File: src/rtl/core/wsfe_pkg.sv
// ----------------------------------------------------------------------------
// wsfe_pkg
// Types, codes and constants shared by the websocket frame encoder files.
// ----------------------------------------------------------------------------
package wsfe_pkg;

	localparam int LEN_W = 63;

	localparam logic       ACT_START   = 1'b0;
	localparam logic       ACT_PAYLOAD = 1'b1;

	localparam logic [31:0] MASK_KEY_RESET = 32'h1234_5678;

	localparam logic [7:0] TYPE_TEXT_FINAL = 8'd129;
	localparam logic [7:0] MASK_BIT        = 8'h80;
	localparam logic [7:0] LEN_CODE_16     = 8'd126;
	localparam logic [7:0] LEN_CODE_64     = 8'd127;
	localparam logic [LEN_W-1:0] LEN_SHORT_MAX = LEN_W'(125);
	localparam logic [LEN_W-1:0] LEN_MID_MAX   = LEN_W'(65535);

	// index of the final header byte for each length form
	localparam logic [3:0] HDR_LAST_SHORT = 4'd5;
	localparam logic [3:0] HDR_LAST_MID   = 4'd7;
	localparam logic [3:0] HDR_LAST_LONG  = 4'd13;

	typedef enum logic [1:0] {
		FORM_SHORT,
		FORM_MID,
		FORM_LONG
	} len_form_t;

	typedef struct packed {
		logic             action;
		logic [7:0]       frame_type;
		logic [LEN_W-1:0] frame_length;
		logic [7:0]       payload_byte;
	} item_t;

	typedef struct packed {
		logic [7:0] out_byte;
		logic       last;
	} word_t;

	typedef struct packed {
		logic [3:0] hdr_idx;
		logic       rem_zero;
	} core_status_t;

	// most significant key byte goes with position 0
	function automatic logic [7:0] key_byte(input logic [31:0] key, input logic [1:0] pos);
		logic [7:0] b;
		case (pos)
			2'd0: b = key[31:24];
			2'd1: b = key[23:16];
			2'd2: b = key[15:8];
			2'd3: b = key[7:0];
			default: b = key[7:0];
		endcase
		return b;
	endfunction

endpackage

File: src/rtl/core/wsfe_if.sv
// ----------------------------------------------------------------------------
// wsfe_if
// Handshake channels of the websocket frame encoder: items, frame words, config.
// ----------------------------------------------------------------------------
interface wsfe_item_if;
	logic                      valid;
	logic                      ready;
	logic                      action;
	logic [7:0]                frame_type;
	logic [wsfe_pkg::LEN_W-1:0] frame_length;
	logic [7:0]                payload_byte;

	modport source (output valid, action, frame_type, frame_length, payload_byte,
		input ready);
	modport sink (input valid, action, frame_type, frame_length, payload_byte,
		output ready);
endinterface

interface wsfe_word_if;
	logic       valid;
	logic       ready;
	logic [7:0] out_byte;
	logic       last;

	modport source (output valid, out_byte, last, input ready);
	modport sink (input valid, out_byte, last, output ready);
endinterface

interface wsfe_cfg_if;
	logic        valid;
	logic        ready;
	logic [31:0] data;

	modport source (output valid, data, input ready);
	modport sink (input valid, data, output ready);
endinterface

File: src/rtl/core/wsfe_in_stage.sv
// ----------------------------------------------------------------------------
// wsfe_in_stage
// Input register; holds one item until the core has finished with it.
// ----------------------------------------------------------------------------
module wsfe_in_stage (
	input  logic            clk,
	input  logic            arst_n,
	input  logic            in_valid,
	output logic            in_ready,
	input  wsfe_pkg::item_t in_item,
	input  logic            pop,
	output logic            valid_s1,
	output wsfe_pkg::item_t item_s1
);
	import wsfe_pkg::*;

	assign in_ready = !valid_s1 || pop;

	always_ff @(posedge clk or negedge arst_n) begin
		if (!arst_n) begin
			valid_s1 <= 1'b0;
		end else if (in_ready) begin
			valid_s1 <= in_valid;
		end
	end

	always_ff @(posedge clk) begin
		if (in_ready && in_valid) begin
			item_s1 <= in_item;
		end
	end

endmodule

File: src/rtl/core/wsfe_core.sv
// ----------------------------------------------------------------------------
// wsfe_core
// Header sequencer, payload masking and frame state.
// ----------------------------------------------------------------------------
module wsfe_core (
	input  logic                   clk,
	input  logic                   arst_n,
	input  logic                   valid_s1,
	input  wsfe_pkg::item_t        item_s1,
	input  logic [31:0]            mask_key,
	input  logic                   out_free,
	output logic                   pop,
	output logic                   emit_valid,
	output wsfe_pkg::word_t        emit_word,
	output wsfe_pkg::core_status_t status
);
	import wsfe_pkg::*;

	logic [LEN_W-1:0] rem_q, rem_n;
	logic [1:0]       kpos_q, kpos_n;
	logic [3:0]       idx_q, idx_n;

	len_form_t        form;
	logic [3:0]       last_idx;
	logic [7:0]       hdr_byte;
	logic [LEN_W:0]   len64;
	logic [3:0]       idx_m2, idx_m4, idx_m10, byte_sel;
	logic [LEN_W-1:0] len;

	assign len     = item_s1.frame_length;
	assign len64   = {1'b0, len};
	assign idx_m2  = idx_q - 4'd2;
	assign idx_m4  = idx_q - 4'd4;
	assign idx_m10 = idx_q - 4'd10;
	assign byte_sel = 4'd9 - idx_q;

	always_comb begin
		if (len <= LEN_SHORT_MAX) begin
			form = FORM_SHORT;
		end else if (len <= LEN_MID_MAX) begin
			form = FORM_MID;
		end else begin
			form = FORM_LONG;
		end
	end

	always_comb begin
		case (form)
			FORM_SHORT: last_idx = HDR_LAST_SHORT;
			FORM_MID:   last_idx = HDR_LAST_MID;
			FORM_LONG:  last_idx = HDR_LAST_LONG;
			default:    last_idx = HDR_LAST_LONG;
		endcase
	end

	always_comb begin
		hdr_byte = 8'd0;
		if (idx_q == 4'd0) begin
			hdr_byte = (item_s1.frame_type == 8'd0) ? TYPE_TEXT_FINAL : item_s1.frame_type;
		end else if (idx_q == 4'd1) begin
			case (form)
				FORM_SHORT: hdr_byte = MASK_BIT | {1'b0, len[6:0]};
				FORM_MID:   hdr_byte = MASK_BIT | LEN_CODE_16;
				FORM_LONG:  hdr_byte = MASK_BIT | LEN_CODE_64;
				default:    hdr_byte = MASK_BIT | LEN_CODE_64;
			endcase
		end else begin
			case (form)
				FORM_SHORT: hdr_byte = key_byte(mask_key, idx_m2[1:0]);
				FORM_MID: begin
					if (idx_q == 4'd2) begin
						hdr_byte = len[15:8];
					end else if (idx_q == 4'd3) begin
						hdr_byte = len[7:0];
					end else begin
						hdr_byte = key_byte(mask_key, idx_m4[1:0]);
					end
				end
				FORM_LONG: begin
					// extended length, big-endian
					if (idx_q <= 4'd9) begin
						hdr_byte = len64[{byte_sel[2:0], 3'b000} +: 8];
					end else begin
						hdr_byte = key_byte(mask_key, idx_m10[1:0]);
					end
				end
				default: hdr_byte = 8'd0;
			endcase
		end
	end

	always_comb begin
		pop        = 1'b0;
		emit_valid = 1'b0;
		emit_word  = '0;
		rem_n      = rem_q;
		kpos_n     = kpos_q;
		idx_n      = idx_q;
		if (valid_s1) begin
			if (item_s1.action == ACT_PAYLOAD) begin
				if (rem_q == '0) begin
					// excess payload is dropped
					pop = 1'b1;
				end else if (out_free) begin
					pop                = 1'b1;
					emit_valid         = 1'b1;
					emit_word.out_byte = item_s1.payload_byte ^ key_byte(mask_key, kpos_q);
					emit_word.last     = (rem_q == LEN_W'(1));
					rem_n              = rem_q - LEN_W'(1);
					kpos_n             = kpos_q + 2'd1;
				end
			end else if (out_free) begin
				emit_valid         = 1'b1;
				emit_word.out_byte = hdr_byte;
				emit_word.last     = (idx_q == last_idx) && (len == '0);
				if (idx_q == last_idx) begin
					pop    = 1'b1;
					idx_n  = 4'd0;
					rem_n  = len;
					kpos_n = 2'd0;
				end else begin
					idx_n = idx_q + 4'd1;
				end
			end
		end
	end

	always_ff @(posedge clk or negedge arst_n) begin
		if (!arst_n) begin
			rem_q  <= '0;
			kpos_q <= 2'd0;
			idx_q  <= 4'd0;
		end else begin
			rem_q  <= rem_n;
			kpos_q <= kpos_n;
			idx_q  <= idx_n;
		end
	end

	assign status.hdr_idx  = idx_q;
	assign status.rem_zero = (rem_q == '0);

endmodule

File: src/rtl/core/wsfe_out_stage.sv
// ----------------------------------------------------------------------------
// wsfe_out_stage
// Output register for encoded frame words.
// ----------------------------------------------------------------------------
module wsfe_out_stage (
	input  logic            clk,
	input  logic            arst_n,
	input  logic            load_valid,
	input  wsfe_pkg::word_t load_word,
	output logic            free,
	output logic            out_valid,
	input  logic            out_ready,
	output wsfe_pkg::word_t out_word
);
	import wsfe_pkg::*;

	logic  valid_q;
	word_t word_q;

	assign free      = !valid_q || out_ready;
	assign out_valid = valid_q;
	assign out_word  = word_q;

	always_ff @(posedge clk or negedge arst_n) begin
		if (!arst_n) begin
			valid_q <= 1'b0;
		end else if (free) begin
			valid_q <= load_valid;
		end
	end

	always_ff @(posedge clk) begin
		if (free && load_valid) begin
			word_q <= load_word;
		end
	end

endmodule

File: src/rtl/core/websocket_frame_encoder.sv
// ----------------------------------------------------------------------------
// websocket_frame_encoder
// Masked client-side websocket frame encoder, one byte per cycle unless stalled.
// ----------------------------------------------------------------------------
// A payload item gives one masked byte; a payload item past the announced
// length is dropped with no word. A start item occupies the header sequencer
// for 6, 8 or 14 header bytes (7-bit, 16-bit or 64-bit length form), one header
// byte per cycle while the single output register is free. Items pass through
// the input and output registers. The mask key register is read live and should
// be written only while the block is idle; cfg.ready is always high.
module websocket_frame_encoder (
	input  logic        clk,
	input  logic        arst_n,
	wsfe_item_if.sink   item,
	wsfe_word_if.source frame,
	wsfe_cfg_if.sink    cfg
);
	import wsfe_pkg::*;

	logic [31:0]  mask_key_q;
	item_t        in_item;
	item_t        item_s1;
	logic         valid_s1;
	logic         pop;
	logic         out_free;
	logic         emit_valid;
	word_t        emit_word;
	word_t        out_word;
	core_status_t status;

	assign cfg.ready = 1'b1;

	always_ff @(posedge clk or negedge arst_n) begin
		if (!arst_n) begin
			mask_key_q <= MASK_KEY_RESET;
		end else if (cfg.valid) begin
			mask_key_q <= cfg.data;
		end
	end

	assign in_item.action       = item.action;
	assign in_item.frame_type   = item.frame_type;
	assign in_item.frame_length = item.frame_length;
	assign in_item.payload_byte = item.payload_byte;

	wsfe_in_stage u_in (
		.clk      (clk),
		.arst_n   (arst_n),
		.in_valid (item.valid),
		.in_ready (item.ready),
		.in_item  (in_item),
		.pop      (pop),
		.valid_s1 (valid_s1),
		.item_s1  (item_s1)
	);

	wsfe_core u_core (
		.clk        (clk),
		.arst_n     (arst_n),
		.valid_s1   (valid_s1),
		.item_s1    (item_s1),
		.mask_key   (mask_key_q),
		.out_free   (out_free),
		.pop        (pop),
		.emit_valid (emit_valid),
		.emit_word  (emit_word),
		.status     (status)
	);

	wsfe_out_stage u_out (
		.clk        (clk),
		.arst_n     (arst_n),
		.load_valid (emit_valid),
		.load_word  (emit_word),
		.free       (out_free),
		.out_valid  (frame.valid),
		.out_ready  (frame.ready),
		.out_word   (out_word)
	);

	assign frame.out_byte = out_word.out_byte;
	assign frame.last     = out_word.last;

`ifndef SYNTHESIS
	// header index never runs past the long form
	assert property (@(posedge clk) disable iff (!arst_n) status.hdr_idx <= HDR_LAST_LONG)
		else $error("header index out of range");

	// mid-header implies a start item is still held
	assert property (@(posedge clk) disable iff (!arst_n)
		status.hdr_idx != 4'd0 |-> valid_s1 && item_s1.action == ACT_START)
		else $error("header sequencer running without a start item");

	// a word marked last closes the frame
	assert property (@(posedge clk) disable iff (!arst_n)
		out_free && emit_valid && emit_word.last |=> status.rem_zero)
		else $error("last word issued with payload still expected");

	// the item register only drains when the core pops it
	assert property (@(posedge clk) disable iff (!arst_n)
		valid_s1 && !pop |=> valid_s1 && $stable(item_s1))
		else $error("held item lost before completion");
`endif

endmodule

File: src/flat_wrapper.sv
// flat-port wrapper written by rule: the top's interface ports become plain ports
module websocket_frame_encoder_flat import wsfe_pkg::*;
  (clk, arst_n, item_valid, item_action, item_frame_type, item_frame_length, item_payload_byte, item_ready, frame_valid, frame_out_byte, frame_last, frame_ready, cfg_valid, cfg_data, cfg_ready);
  wsfe_item_if item_i ();
  wsfe_word_if frame_i ();
  wsfe_cfg_if cfg_i ();
  input  logic clk;
  input  logic arst_n;
  input wire logic [$bits(item_i.valid)-1:0] item_valid;
  input wire logic [$bits(item_i.action)-1:0] item_action;
  input wire logic [$bits(item_i.frame_type)-1:0] item_frame_type;
  input wire logic [$bits(item_i.frame_length)-1:0] item_frame_length;
  input wire logic [$bits(item_i.payload_byte)-1:0] item_payload_byte;
  output wire logic [$bits(item_i.ready)-1:0] item_ready;
  output wire logic [$bits(frame_i.valid)-1:0] frame_valid;
  output wire logic [$bits(frame_i.out_byte)-1:0] frame_out_byte;
  output wire logic [$bits(frame_i.last)-1:0] frame_last;
  input wire logic [$bits(frame_i.ready)-1:0] frame_ready;
  input wire logic [$bits(cfg_i.valid)-1:0] cfg_valid;
  input wire logic [$bits(cfg_i.data)-1:0] cfg_data;
  output wire logic [$bits(cfg_i.ready)-1:0] cfg_ready;
  assign item_i.valid = item_valid;
  assign item_i.action = item_action;
  assign item_i.frame_type = item_frame_type;
  assign item_i.frame_length = item_frame_length;
  assign item_i.payload_byte = item_payload_byte;
  assign item_ready = item_i.ready;
  assign frame_valid = frame_i.valid;
  assign frame_out_byte = frame_i.out_byte;
  assign frame_last = frame_i.last;
  assign frame_i.ready = frame_ready;
  assign cfg_i.valid = cfg_valid;
  assign cfg_i.data = cfg_data;
  assign cfg_ready = cfg_i.ready;
  websocket_frame_encoder u_core (.clk(clk), .arst_n(arst_n), .item(item_i), .frame(frame_i), .cfg(cfg_i));
endmodule
File: config.mk
export PLATFORM = sky130hd
export DESIGN_NAME = websocket_frame_encoder_flat
export DESIGN_NICKNAME = d
export VERILOG_FILES = /design/src/rtl/core/wsfe_pkg.sv /design/src/rtl/core/wsfe_if.sv /design/src/rtl/core/wsfe_in_stage.sv /design/src/rtl/core/wsfe_core.sv /design/src/rtl/core/wsfe_out_stage.sv /design/src/rtl/core/websocket_frame_encoder.sv /design/src/flat_wrapper.sv
export SDC_FILE = /design/constraint.sdc
export NUM_CORES = 1
export LEC_CHECK = 0
export BUFFER_PORTS_ARGS = -buffer_cell sky130_fd_sc_hd__clkbuf_2
export CORE_MARGIN = 2
export CORE_UTILIZATION = 42
export DETAILED_ROUTE_END_ITERATION = 12
export GPL_TIMING_DRIVEN = 0
export RECOVER_POWER = 25
export SLEW_MARGIN = 20
export SYNTH_ARGS = -nofsm -noshare
export SYNTH_HDL_FRONTEND = slang
export SYNTH_SLANG_ARGS = --single-unit
File: constraint.sdc
create_clock -name clk -period 13.8 [get_ports clk]
set_input_delay 1.38 -clock clk [delete_from_list [all_inputs] [get_ports clk]]
set_output_delay 1.38 -clock clk [all_outputs]
set_load 0.01 [all_outputs]
Word level (Yosys, flattened, before mapping) --
Index checks and enable logic that the tools add are counted.
Storage, ports and cells: latch bits 0, memories 0, logic and storage cells 107, bits in writable memories 0, input port bits 117, flip-flop bits (word level) 192, ROM bits 0
Cells by class: reduce and logical (&&, ||, !) cells 19, add/sub/neg operators 7, shifts and indexed selects 1, equal/unequal tests 20, bitwise operators 2, muxes and demuxes 43, multiply operators 0, div/mod/pow operators 0, order comparisons 3
Operators with widths (number):
- 2-to-1 mux 63 bit | 5
- case mux 8 bit (4 select lines) | 4
- zero test 63 bit | 2
- 2-to-1 mux 8 bit | 10
- variable part select 64 x 7 -> 8 bit | 1
- equality test 63 x 1 -> 1 bit (second input constant) | 1
- less-or-equal comparator 63 x 16 -> 1 bit (second input constant) | 1
- less-or-equal comparator 63 x 7 -> 1 bit (second input constant) | 1
- subtractor 63 x 1 -> 63 bit (second input constant) | 1
- 2-to-1 mux 9 bit | 4
- case mux 8 bit (3 select lines) | 1
- equality test 2 bit (second input constant) | 9
- 2-to-1 mux 2 bit | 7
- case mux 7 bit (2 select lines) | 1
- equality test 2 x 1 -> 1 bit (second input constant) | 5
- zero test 2 bit | 5
- 2-to-1 mux 1 bit | 9
- equality test 4 x 2 -> 1 bit (second input constant) | 2
- zero test 8 bit | 1
- case mux 4 bit (2 select lines) | 1
- bitwise XOR 8 bit | 1
- adder 4 x 1 -> 4 bit (second input constant) | 1
- equality test 4 x 1 -> 1 bit (second input constant) | 1
- equality test 4 bit | 1
- other kinds (15) | 20

Logic depth before layout (Yosys ltp) --
Gate-level depths: netlist of run 1.
word-level depth 12, gate-level depth with buffers 13, gate-level depth less buffers 9

Hierarchy --
From an unflattened synthesis of run 1, not the netlist that was laid out.
Second synthesis, totals: cell total of the unflattened synthesis 984, area total of the unflattened synthesis 10756.6 sq um
Modules (own cells, without submodules):
- wsfe_core | sequential area each 1726.7 sq um, instances 1, area each 6603.8 sq um, cells an instance 817
- wsfe_in_stage | sequential area each 2427.3 sq um, instances 1, area each 2456.1 sq um, cells an instance 84
- websocket_frame_encoder | sequential area each 817.0 sq um, instances 1, area each 1372.6 sq um, cells an instance 70
- wsfe_out_stage | sequential area each 295.3 sq um, instances 1, area each 324.1 sq um, cells an instance 13

Worst setup path before layout of run 1 --
OpenSTA, ideal clock, no wires.
path kind reg-to-reg, from register u_core.u_in.item_s1[19] (netlist name), to register u_core.u_in.item_s1[0] (netlist name), data arrival time 5.813 ns, slack 7.458 ns, stages on the path, launching flop included 9, buffers on the path 1, cell sequence edfxtp_1 or4_1 nor4_2 a211oi_1 o41ai_2 clkbuf_1 o21a_1 nor2_1 nor2b_1
On the way: longest elaborated chain between the ends 12, elaborated cells on any way between the ends 14
Ends and longest elaborated chain:
- less-or-equal comparator 63 x 16 -> 1 bit | RTL line wsfe_core.sv:40 | end else if (len <= LEN_MID_MAX) begin
- 2-to-1 mux 2 bit | RTL line wsfe_core.sv:40
- 2-to-1 mux 2 bit (*) | RTL line wsfe_core.sv:38 | if (len <= LEN_SHORT_MAX) begin
- equality test 2 x 1 -> 1 bit / zero test 2 bit (equally long branches) | RTL line wsfe_core.sv:48 | case (form)
- case mux 4 bit (2 select lines) (*) | RTL line wsfe_core.sv:48
- equality test 4 bit (*) | RTL line wsfe_core.sv:116 | if (idx_q == last_idx) begin
- 2-to-1 mux 1 bit (*) | RTL line wsfe_core.sv:116
- 2-to-1 mux 1 bit (*) | RTL line wsfe_core.sv:112 | end else if (out_free) begin
- 2-to-1 mux 1 bit (*) | RTL line wsfe_core.sv:100 | if (item_s1.action == ACT_PAYLOAD) begin
- 2-to-1 mux 1 bit (*) | RTL line wsfe_core.sv:99 | if (valid_s1) begin
- logical OR 1 bit (*) | RTL line wsfe_in_stage.sv:17 | assign in_ready = !valid_s1 || pop;
- logical AND 1 bit (*) | RTL line wsfe_in_stage.sv:28 | if (in_ready && in_valid) begin
Mark *: on every way between the ends. The rest lies on a longest branch, timed or not. A chain may end at the register's enable or synchronous reset.

Final worst setup path of run 1 --
from register u_core.u_in.item_s1[19] (netlist name), to output item_ready
On the way: longest elaborated chain between the ends 11, elaborated cells on any way between the ends 13
Ends and longest elaborated chain:
- less-or-equal comparator 63 x 16 -> 1 bit | RTL line wsfe_core.sv:40
- 2-to-1 mux 2 bit | RTL line wsfe_core.sv:40
- 2-to-1 mux 2 bit (*) | RTL line wsfe_core.sv:38
- equality test 2 x 1 -> 1 bit / zero test 2 bit (equally long branches) | RTL line wsfe_core.sv:48
- case mux 4 bit (2 select lines) (*) | RTL line wsfe_core.sv:48
- equality test 4 bit (*) | RTL line wsfe_core.sv:116
- 2-to-1 mux 1 bit (*) | RTL line wsfe_core.sv:116
- 2-to-1 mux 1 bit (*) | RTL line wsfe_core.sv:112
- 2-to-1 mux 1 bit (*) | RTL line wsfe_core.sv:100
- 2-to-1 mux 1 bit (*) | RTL line wsfe_core.sv:99
- logical OR 1 bit (*) | RTL line wsfe_in_stage.sv:17
- end: declaration | RTL line flat_wrapper.sv:14 | output wire logic [$bits(item_i.ready)-1:0] item_ready;
Marks and branches as above.

==> results of run 1 <==
==> critical path, stage by stage, from the launching register on <==
cell and delay (ps):
edfxtp_1 580, or4_1 650, nor4_2 610, a211oi_1 310
o41ai_2 450, clkbuf_1 520, o21a_1 200, nor2_1 90
inv_1 90, clkbuf_2 120
==> cells in the mapped netlist (9+ instances only) <==
library cell  number
a21oi_1           90
a222oi_1          24
a2bb2oi_1         14
a31oi_1            9
and3_1            11
clkbuf_1          53
dfrtp_1           90
dfstp_2           13
edfxtp_1          89
ha_1              12
inv_1             23
mux2_2            31
mux2i_1           10
mux4_2            15
nand2_1          127
nand3_1           19
nand4_1           15
nor2_1            52
nor3_1            22
nor4_1            23
o211ai_1          10
o21ai_0           72
o22a_1            11
o22ai_1           30
or3_1             15
==> registers in the layout (all words and copies together) (netlist names) <==
name / cells
u_core.u_core.rem_q: 63
u_core.u_core.kpos_q: 2
u_core.u_out.out_valid: 1
u_core.u_out.out_word: 9
u_core.u_in.item_s1: 80
u_core.u_core.idx_q: 4
u_core.u_in.valid_s1: 1
u_core.mask_key_q: 32
==> per-layer routing <==
metal / share of wire / up-vias / wire (um)
met5: 0 / - / 0
met4: 0.044 / 0 / 1730
met3: 0.099 / 94 / 3860
met2: 0.43 / 667 / 16900
met1: 0.42 / 4733 / 16400
li1: - / 4290 / -
==> worst max-delay path by stage <==
stage,startpoint,slack [ps],endpoint
after floorplan,u_core.u_in.item_s1[19],7460,u_core.u_in.item_s1[0]
after global placement,u_core.u_in.item_s1[19],4740,u_core.u_in.item_s1[27]
after detailed placement,u_core.u_in.item_s1[19],8990,item_ready
after CTS,u_core.u_in.item_s1[19],8500,item_ready
after global routing,u_core.u_in.item_s1[19],8320,item_ready
final,u_core.u_in.item_s1[19],8340,item_ready
==> metrics by stage <==
step,setup slack [ps],instance area [um^2],hold WS [ps],util
final,8340,12300,537,0.493
after floorplan,7460,10600,472,-
after CTS,8500,12300,532,0.493
after global routing,8320,12300,574,0.493
after global placement,4740,11600,503,0.465
after detailed placement,8990,11700,509,0.469
==> cells by family after synthesis <==
kind of cell | count (synthesis) | synth area share
adder cells (fa/ha/maj) | 12 | 0.0142
other | 1 | 0.000355
flip-flops | 192 | 0.499
multiplexers | 56 | 0.0745
buffers and inverters | 93 | 0.0358
AO/OA/AOI/OAI | 326 | 0.204
XOR/XNOR | 9 | 0.00746
AND/OR/NAND/NOR | 341 | 0.165
==> power groups by stage <==
stage,clock [mW],sequential (mW),combinational (mW)
after floorplan,0,0.792,0.522
after global placement,0,0.834,0.728
after detailed placement,0,0.830,0.737
after CTS,0.516,0.819,0.740
after global routing,0.540,0.835,0.827
final,0.509,0.826,0.760
==> cell usage in the layout, fill, tap and decap left out, types with 11 or more instances in the layout <==
master,Yosys,final
or3_1,15,15
a21oi_1,90,90
and3_1,11,11
nor3_1,22,22
clkbuf_2,0,123
dfstp_2,13,13
nor2_1,52,52
o22ai_1,30,30
clkbuf_16,0,17
dfrtp_1,90,90
mux2_2,31,31
mux4_2,15,15
ha_1,12,12
a222oi_1,24,24
nand3_1,19,19
o22a_1,11,11
clkbuf_1,53,56
nand2_1,127,127
inv_1,23,23
a2bb2oi_1,14,14
nand4_1,15,15
nor4_1,23,23
edfxtp_1,89,89
o21ai_0,72,72
==> final cells by class <==
| class | instances | area, um^2 | share of cell area |
|---|---|---|---|
| inverter | 24 | 90.1 | 0.00732 |
| tap | 330 | 413 | 0.0336 |
| antenna | 1 | 2.50 | 0.000203 |
| timing repair buffer | 130 | 722 | 0.0587 |
| buffer | 69 | 288 | 0.0234 |
| multi-input combinational | 745 | 4930 | 0.400 |
| clock inverter | 15 | 174 | 0.0141 |
| clock buffer | 17 | 425 | 0.0346 |
| sequential | 192 | 5270 | 0.428 |
==> results.md, run 1 <==
* Initial antenna violation count at 1
* Largest fanout on the critical path at 10
* Non-filler instance count after layout at roughly 1,500
* Largest net degree at the start of global routing at 86
* CTS Buf Count at 17
* Total net switching power at 835 uW
* M3 GR Usage at 0.0616
* Kind of critical path: flop to primary output
* Ports at around 130
* Postcts setup bufs at 0
* Initial drt markers at roughly 1,400
* RR Startpoint: u_core.u_in.item_s1[19]
* Critical Path AT at slightly above 4000 ps
* Status: complete, no violations
* Hold EP: u_core.u_core.rem_q[14]
* Worst Hold Depth at 1
* Crit. End Element: primary output
* Final number of hold-violating endpoints at 0
* Clock Power Share at 0.243
* F_max at between 0.15 and 0.2 GHz
* RSZ-0062 raised after global routing: false
* Number of routed nets with antenna violations at 0
* Slew @ Worst Pin at ~1300 ps
* Asr flop ratio synth at 0.536
* Synth top area cells: edfxtp_1, dfrtp_1, nand2_1
* Worst-skew pair later-pin latency at around 460 ps
* Grt total ovfl at 0
* GR Util met1 at 0.422
* Clock sink count at 192
* Comb pwr share at 0.363
* Synth area leader: edfxtp_1
* Skew final at ~19 ps
* Placement Rows at 58
* Yosys cell types at 76
* CP Data Required Time at approximately 12,000 ps
* Drt first pass iters at 7
* Startpoint types: flop
* Synthesized net count at ~1,200
* Routability Congestion at 0.977
* Worst VDD drop at between 0.1 and 0.15 mV
* Die ar. at 0.0264 mm^2
* Avg WL per Cell at around 26 um
* Synth-to-Final Area Change at 16.5%
* Worst hold start: u_core.u_core.rem_q[14]
* Register share of total power at 0.394
* Share of the yosys chip area belonging to registers at 0.499
* Gate Count Post-Synth at between 1,000 and 1,500
* GR peak layer: met2
* Final setup vio count at 0
* Power Density at 170 mW/mm^2
* Area share of the largest cell type after synthesis at 0.253
* Worst R2R Path Depth at 10
* Effective utilization at floorplan at 0.423
* Max cap viols at 0
* R2R Setup Slk at a little over 9000 ps
* Cells after DPL at between 1,000 and 1,500
* Tot Pwr at ~2.1 mW
* Final WL at ~39 mm
* Global-route wire length before repair at around 58 mm
* Total core area at about 0.025 mm^2
* Fillcell total at between 2,000 and 2,500
* Total Routing Usage GR at 0.297
* Met2 Track Usage GR at 0.442
* Flop and latch count out of synthesis at approximately 190
* Via density at between 6 and 7
* Ys Warns at 0
* Post-cts sizing count at 0
* Worst rel slew slack at 0.158
* Total negative slack at 0 ps
* CTS Hold Buffers Added at 0
* Sw Ratio at 0.398
* Vias in the first global route at 9,172
* PortBufs at 126
* # DRC at 0
* Worst Hold Class: flop to flop
* P_int at about 1.3 mW
* Hpwl dp at around 29 mm
* Cell Area, Synth at ~0.011 mm^2
* Primary FF master, synth: dfrtp_1
* Final Cycle Share at 0.396
* CTS tree: yes
* RR Endpoint: u_core.u_in.item_s1[48]
* Maximum clock insertion buffer count at 2
* Die Width at roughly 160 um
* Number of flops mapped to enable cells by yosys at 89
* P_leak at around 4.6 nW
* Layout cells sized above 1 at 0.206
* Die Height at between 150 and 200 um
* Nets at 1,308
* Syn avg cell area at ~10 um^2
* CTS root buffer: clkbuf_16
* Minimum clock period at 5460 ps
* Fin. max-slew vios at 0
* H-tree levels at 4
* Via count at between 9,000 and 10,000
* Clock-pin slew on the worst setup and hold paths at ~70 ps
(Power assumes the default switching activity.)
==> run 2, diff against run 1 <==
--- a/config.mk
+++ b/config.mk
@@ -5,6 +5,7 @@
 export SDC_FILE = /design/constraint.sdc
 export NUM_CORES = 1
 export LEC_CHECK = 0
+export ABC_AREA = 1
 export BUFFER_PORTS_ARGS = -buffer_cell sky130_fd_sc_hd__clkbuf_2
 export CORE_MARGIN = 2
 export CORE_UTILIZATION = 42
==> constraint.sdc (replaced) <==
create_clock -name clk -period 5.2 [get_ports clk]
set_input_delay 0.52 -clock clk [delete_from_list [all_inputs] [get_ports clk]]
set_output_delay 0.52 -clock clk [all_outputs]
set_load 0.01 [all_outputs]
==> run 2 against run 1 <==
- the flow now finishes with violations (capacitance limit, slew limit)
- first-iteration DRC count fell by 1.1%
- sequential share of layout area decreased by 4.1 points
- flip-flop and latch count unchanged
- cell count up 39%
- synthesized cell count rose by 54%
- setup slack got worse by 7300 ps
- wire length is 5.3% higher
- sequential power rose to 2.9 times the previous value
- area after synthesis is 12% higher
- core utilization down 0.14 points
- total power grew to 3.3 times the previous value
- die area rose by 11%
- largest cell class is now multi-input gates
- highest routed layer unchanged
==> results.md, run 2 <==
* Crit. End Element: flop
* Layout cells sized above 1 at 0.129
* Hold WS at approximately 240 ps
* Yosys cell types at around 50
* Ports at 129
* Most common cell after layout, fill and taps aside: nand2_1
* Synthesized net count at 1,711
* Primary FF master, synth: dfrtp_1
* Cell Area, Synth at between 0.01 and 0.015 mm^2
* Effective utilization at floorplan at 0.425
* Minimum clock period at 4170 ps
* Kind of critical path: flop to flop
* Ys Warns at 0
* Nets at roughly 1,900
* Largest net degree at the start of global routing at between 60 and 70
* Crit path from: u_core.u_core.idx_q[1]
* Most frequent cells in the layout: nand2_1, nor2_1, inv_1
* Cells after DPL at approximately 2,100
* Avg WL per Cell at just under 20 um
* Worst rel slew slack at -0.529
* Non-filler instance count after layout at around 2,100
* Total Routing Usage GR at 0.282
* Share of the yosys chip area belonging to registers at 0.447
* F_max at about 0.24 GHz
* Worst Hold Class: input port to flop
* Drt first pass iters at 6
* Clock sink count at 192
* Die ar. at approximately 0.03 mm^2
* Most common cell in the synthesized netlist: nand2_1
* Multi-input logic area at ~0.0057 mm^2
* Total core area at approximately 0.028 mm^2
* Initial antenna violation count at 1
* Area share of the largest cell type after synthesis at 0.227
* Placement Rows at roughly 60
* Number of routed nets with antenna violations at 0
* Pre-CTS setup slack at approximately 1100 ps
* RSZ-0062 raised after global routing: false
* Global-route wire length before repair at ~61 mm
* Status: complete, but fails checks
* Largest register FFs at 80
* CP Data Required Time at 5390 ps
* Worst VDD drop at ~0.24 mV
* Power Density at ~500 mW/mm^2
* Synth top area cells: edfxtp_1, dfrtp_1, nand2_1
* PortBufs at around 130
* Total negative slack at 0 ps
* Final WL at approximately 41 mm
* Placed cell areas at approximately 0.013 mm^2
* Syn avg cell area at roughly 7.4 um^2
* Violated checks: capacitance limit, slew limit
* Synth-to-Final Area Change at 15.6%
* RR Startpoint: u_core.u_core.idx_q[1]
* Storage element area at 0.00527 mm^2
* Slew @ Worst Pin at roughly 2300 ps
* Worst-skew pair later-pin latency at 450 ps
* P_leak at between 6 and 7 nW
* Register bank with the most flops: u_core.u_in.item_s1
* CTS root buffer: clkbuf_16
* Via density at 5.39
* Die Width at 171 um
* Post-cts sizing count at 0
* Hpwl dp at roughly 32 mm
* Skew final at between 15 and 20 ps
* Largest registers: u_core.u_in.item_s1: 80 flops, u_core.u_core.rem_q: 63 flops, u_core.mask_key_q: 32 flops
* Fin. max-slew vios at 37
* Max cap viols at 1
* Diode count at 0
* Die Height at between 150 and 200 um
* Asr flop ratio synth at 0.536
* CTS tree: yes
* Final setup vio count at 0
* Final Cycle Share at 0.801
* Leading cell types by count after synthesis: nand2_1, nor2_1, inv_1
* Worst hold start: item_frame_length[13]
* H-tree levels at 4
* Flop and latch count out of synthesis at 192
* Synth area leader: edfxtp_1
* Grt total ovfl at 0
* Vias in the first global route at around 11,000
* Fillcell total at between 2,000 and 3,000
* # DRC at 0
* Clock-pin slew on the worst setup and hold paths at around 80 ps
* CTS Buf Count at 17
* Via count at 11,400
* Design area at about 0.014 mm^2
* Gate Count Post-Synth at about 1,600
* Initial drt markers at roughly 1,300
* Number of flops mapped to enable cells by yosys at a little under 90
* Routability Congestion at 0.966
* Final number of hold-violating endpoints at 0
* Largest fanout on the critical path at 11
* Setup ws final at approximately 1000 ps
* Critical Path AT at 4350 ps
* Maximum clock insertion buffer count at 2
* Startpoint types: flop
-- run 2: cell type report --
class	instances	area share
multi-input cells	1194	0.418
flip-flops and latches	192	0.387
repair buffers	131	0.0547
inverters	140	0.0386
well taps	378	0.0347
clock buffers	18	0.0315
plain buffers	56	0.0226
clock inverters	14	0.0131
-- run 2: kinds of logic (layout without fill, tap and decap cells) --
group,after synthesis,after routing,share of synthesized area
AND/OR/NAND/NOR,855,855,0.301
AO/OA/AOI/OAI,275,275,0.128
buffers and inverters,196,359,0.0707
flip-flops,192,192,0.447
XOR/XNOR,36,36,0.0268
multiplexers,15,15,0.0130
adder cells (fa/ha/maj),12,12,0.0127
other,1,1,0.000318
-- run 2: per-layer routing --
layer / track usage / part of all wire
met1: 0.414 / 0.46
met2: 0.410 / 0.43
met3: 0.0732 / 0.098
met4: 0.0744 / 0.021
met5: 0 / 0
-- run 2: critical path, stage by stage (launching register included) --
cell and delay, ps:
dfrtp_1 460, buf_2 270, clkinv_1 310, clkbuf_1 360
ha_1 350, inv_1 260, a21oi_1 140, nor2_1 540
inv_1 320, nand3_1 220, nand2_1 70, nand2_1 50
nand3_1 70, o21ai_0 360, a21oi_1 120
-- run 2: timing repair --
item | in CTS | in global routing
hold endpoints to repair | 15 | 0
hold buffers | 1 | 0
buffers inserted | 0 | 0
-- run 2: worst paths after layout --
check	endpoint	slack [ps]	cells after the start
min in group asynchronous	u_core.u_core.rem_q[55]	1300	2
min reg2reg	u_core.mask_key_q[12]	510	2
min	u_core.u_in.item_s1[21]	240	1
max reg2reg	u_core.u_out.out_word[8]	1030	14
max	u_core.u_out.out_word[8]	1030	14
max in group asynchronous	u_core.u_core.rem_q[17]	2580	2
-- run 2: stage by stage --
stage	utilization	power [mW]
6_report	0.492	6.82
5_1_grt	0.492	7.30
4_1_cts	0.492	6.76
3_5_place_dp	0.470	5.36
3_3_place_gp	0.465	5.30
2_1_floorplan	-	4.40
-- run 2: where the power goes --
group / internal, mW / total [mW] / switching (mW)
sequential: 1.96 / 2.38 / 0.422
clock: 0.768 / 1.41 / 0.640
combinational: 1.02 / 3.03 / 2.01
==> run 3, diff against run 2 <==
==> constraint.sdc (replaced) <==
create_clock -name clk -period 3.4 [get_ports clk]
set_input_delay 0.34 -clock clk [delete_from_list [all_inputs] [get_ports clk]]
set_output_delay 0.34 -clock clk [all_outputs]
set_load 0.01 [all_outputs]
==> run 3 against run 2 <==
- the run still ends with capacitance limit, slew limit left
- design area is 1.4% higher
- register-to-register slack got worse by 910 ps
- first-iteration DRC count rose by 7.1%
- hold slack worse by 180 ps
- critical endpoint unchanged
- core utilization is 0.69 points higher
- critical path depth shrank 1
- clock power up 55%
==> results.md, run 3 (synthesized netlist as in run 2, its figures left out) <==
* Max cap viols at 1
* Final setup vio count at 0
* Final number of hold-violating endpoints at 0
* Design area at 0.0138 mm^2
* PortBufs at 126
* Global-route wire length before repair at between 60 and 70 mm
* Setup ws final at approximately 120 ps
* CP Data Required Time at between 3000 and 4000 ps
* Worst VDD drop at 0.406 mV
* Via density at around 5.4
* Kind of critical path: flop to flop
* Drt first pass iters at 9
* P_leak at a little over 6 nW
* Routability Congestion at about 0.94
* Initial antenna violation count at 1
* Worst rel slew slack at -0.641
* Critical Path AT at ~3600 ps
* Crit. End Element: flop
* Slew @ Worst Pin at 2460 ps
* Fin. max-slew vios at 40
* Synth-to-Final Area Change at 17.2%
* Most common cell after layout, fill and taps aside: nand2_1
* Status: complete, but fails checks
* CTS root buffer: clkbuf_16
* Number of buffers and inverters on the critical path at 7
* Hold WS at approximately 58 ps
* Largest fanout on the critical path at 11
* Number of routed nets with antenna violations at 0
* Placed cell areas at 0.0130 mm^2
* Diode count at 0
* Minimum clock period at ~3300 ps
* Die Height at approximately 170 um
* Nets at roughly 1,900
* Effective utilization at floorplan at 0.425
* Largest registers: u_core.u_in.item_s1: 80 flops, u_core.u_core.rem_q: 63 flops, u_core.mask_key_q: 32 flops
* Ports at roughly 130
* Violated checks: capacitance limit, slew limit
* Power Density at around 770 mW/mm^2
* Avg WL per Cell at between 15 and 20 um
* Skew final at approximately 17 ps
* Hpwl dp at 32.1 mm
* CP cell instances: clkbuf_4, clkinv_2, clkbuf_2, ha_2, inv_1, clkbuf_4, nor2_2, inv_1, clkbuf_2, nor2_1, a21oi_1, o21ai_1, a21oi_1
* Placement Rows at 61
* Register bank with the most flops: u_core.u_in.item_s1
* Worst-skew pair later-pin latency at around 460 ps
* Worst Hold Class: input port to flop
* H-tree levels at 4
* Clock-pin slew on the worst setup and hold paths at around 70 ps
* Total core area at 0.0277 mm^2
* Initial drt markers at ~1,400
* Die Width at about 170 um
* Final WL at about 41 mm
* Final Cycle Share at 0.965
* Cells after DPL at 2,090
* RSZ-0062 raised after global routing: false
* Grt total ovfl at 0
* Total Routing Usage GR at 0.286
* Die ar. at a little under 0.03 mm^2
* F_max at between 0.3 and 0.4 GHz
* Startpoint types: flop
* Non-filler instance count after layout at about 2,100
* Layout cells sized above 1 at 0.147
* Most frequent cells in the layout: nand2_1, nor2_1, inv_1
* Pre-CTS setup slack at -771 ps
* Vias in the first global route at ~11,000
* Largest register FFs at 80
* CTS tree: yes
* Largest net degree at the start of global routing at 65
* CTS Buf Count at 17
* Delay-heaviest family, CP: buffers and inverters
* Clock sink count at about 190
* Slowest cell on crit path: dfrtp_1
* Worst path max stage delay at 450 ps
* Fillcell total at 2,789
* Maximum clock insertion buffer count at 2
* Tot Pwr at ~11 mW
* Via count at 11,500
* # DRC at 0
run 3: cell count changes in the layout (fill, tap and decap cells not counted), moves of 3 or more:
cell	change
buf_4	+11
inv_6	+3
nor2_1	-3
inv_1	-3
clkbuf_1	-9
clkbuf_2	+5
run 3: per-layer routing:
layer / up-vias / share of wire / track usage
met5: - / 0 / 0
met2: 524 / 0.43 / 0.414
met3: 54 / 0.10 / 0.0789
met4: 0 / 0.019 / 0.0785
met1: 5432 / 0.45 / 0.417
li1: 5533 / - / -
run 3: path summary, 6_finish.rpt:
path,start,to,slack [ps],cells past startpoint
min in group asynchronous,arst_n,u_core.u_core.rem_q[55],1190,2
max,u_core.u_core.idx_q[1],u_core.u_out.out_word[8],120,13
max reg2reg,u_core.u_core.idx_q[1],u_core.u_out.out_word[8],120,13
max in group asynchronous,arst_n,u_core.u_core.rem_q[19],800,2
min,item_frame_length[13],u_core.u_in.item_s1[21],60,1
min reg2reg,u_core.mask_key_q[25],u_core.mask_key_q[25],510,2
run 3: final cells by class:
class / instances / area, um^2 / area share
plain buffers: 54 / 310 / 0.0225
clock buffers: 17 / 425 / 0.0308
clock inverters: 15 / 195 / 0.0141
inverters: 140 / 531 / 0.0384
multi-input cells: 1194 / 5740 / 0.416
flip-flops and latches: 192 / 5270 / 0.381
well taps: 378 / 473 / 0.0342
repair buffers: 144 / 871 / 0.0630
run 3: worst reg2reg max path, stage by stage (launching register included):
cell and delay [ps]:
dfrtp_1 450, clkbuf_4 260, clkinv_2 170, clkbuf_2 270, ha_2 280, inv_1 200
clkbuf_4 280, nor2_2 100, inv_1 80, clkbuf_2 230, nor2_1 70, a21oi_1 310
o21ai_1 220, a21oi_1 190
run 3: timing repair:
item,4_1_cts,5_1_grt
setup endpoints to repair,78,55
gates resized for setup,9,13
endpoints found under the hold margin,39,0
hold buffers,1,0
buffers inserted,3,10
pin swaps,1,1
run 3: stage by stage:
stage | TNS (ps) | utilization
2_1_floorplan | 0 | -
3_3_place_gp | -96790 | 0.466
3_5_place_dp | -11830 | 0.470
4_1_cts | 0 | 0.495
5_1_grt | 0 | 0.499
6_report | 0 | 0.499
run 3: power by group:
group	internal (mW)	leakage [nW]	switching [mW]	total, mW
Sequential	3.00	2.10	0.633	3.63
Clock	1.19	0.306	1.00	2.19
Combinational	1.61	3.82	3.15	4.76
Total	5.79	6.22	4.79	10.6
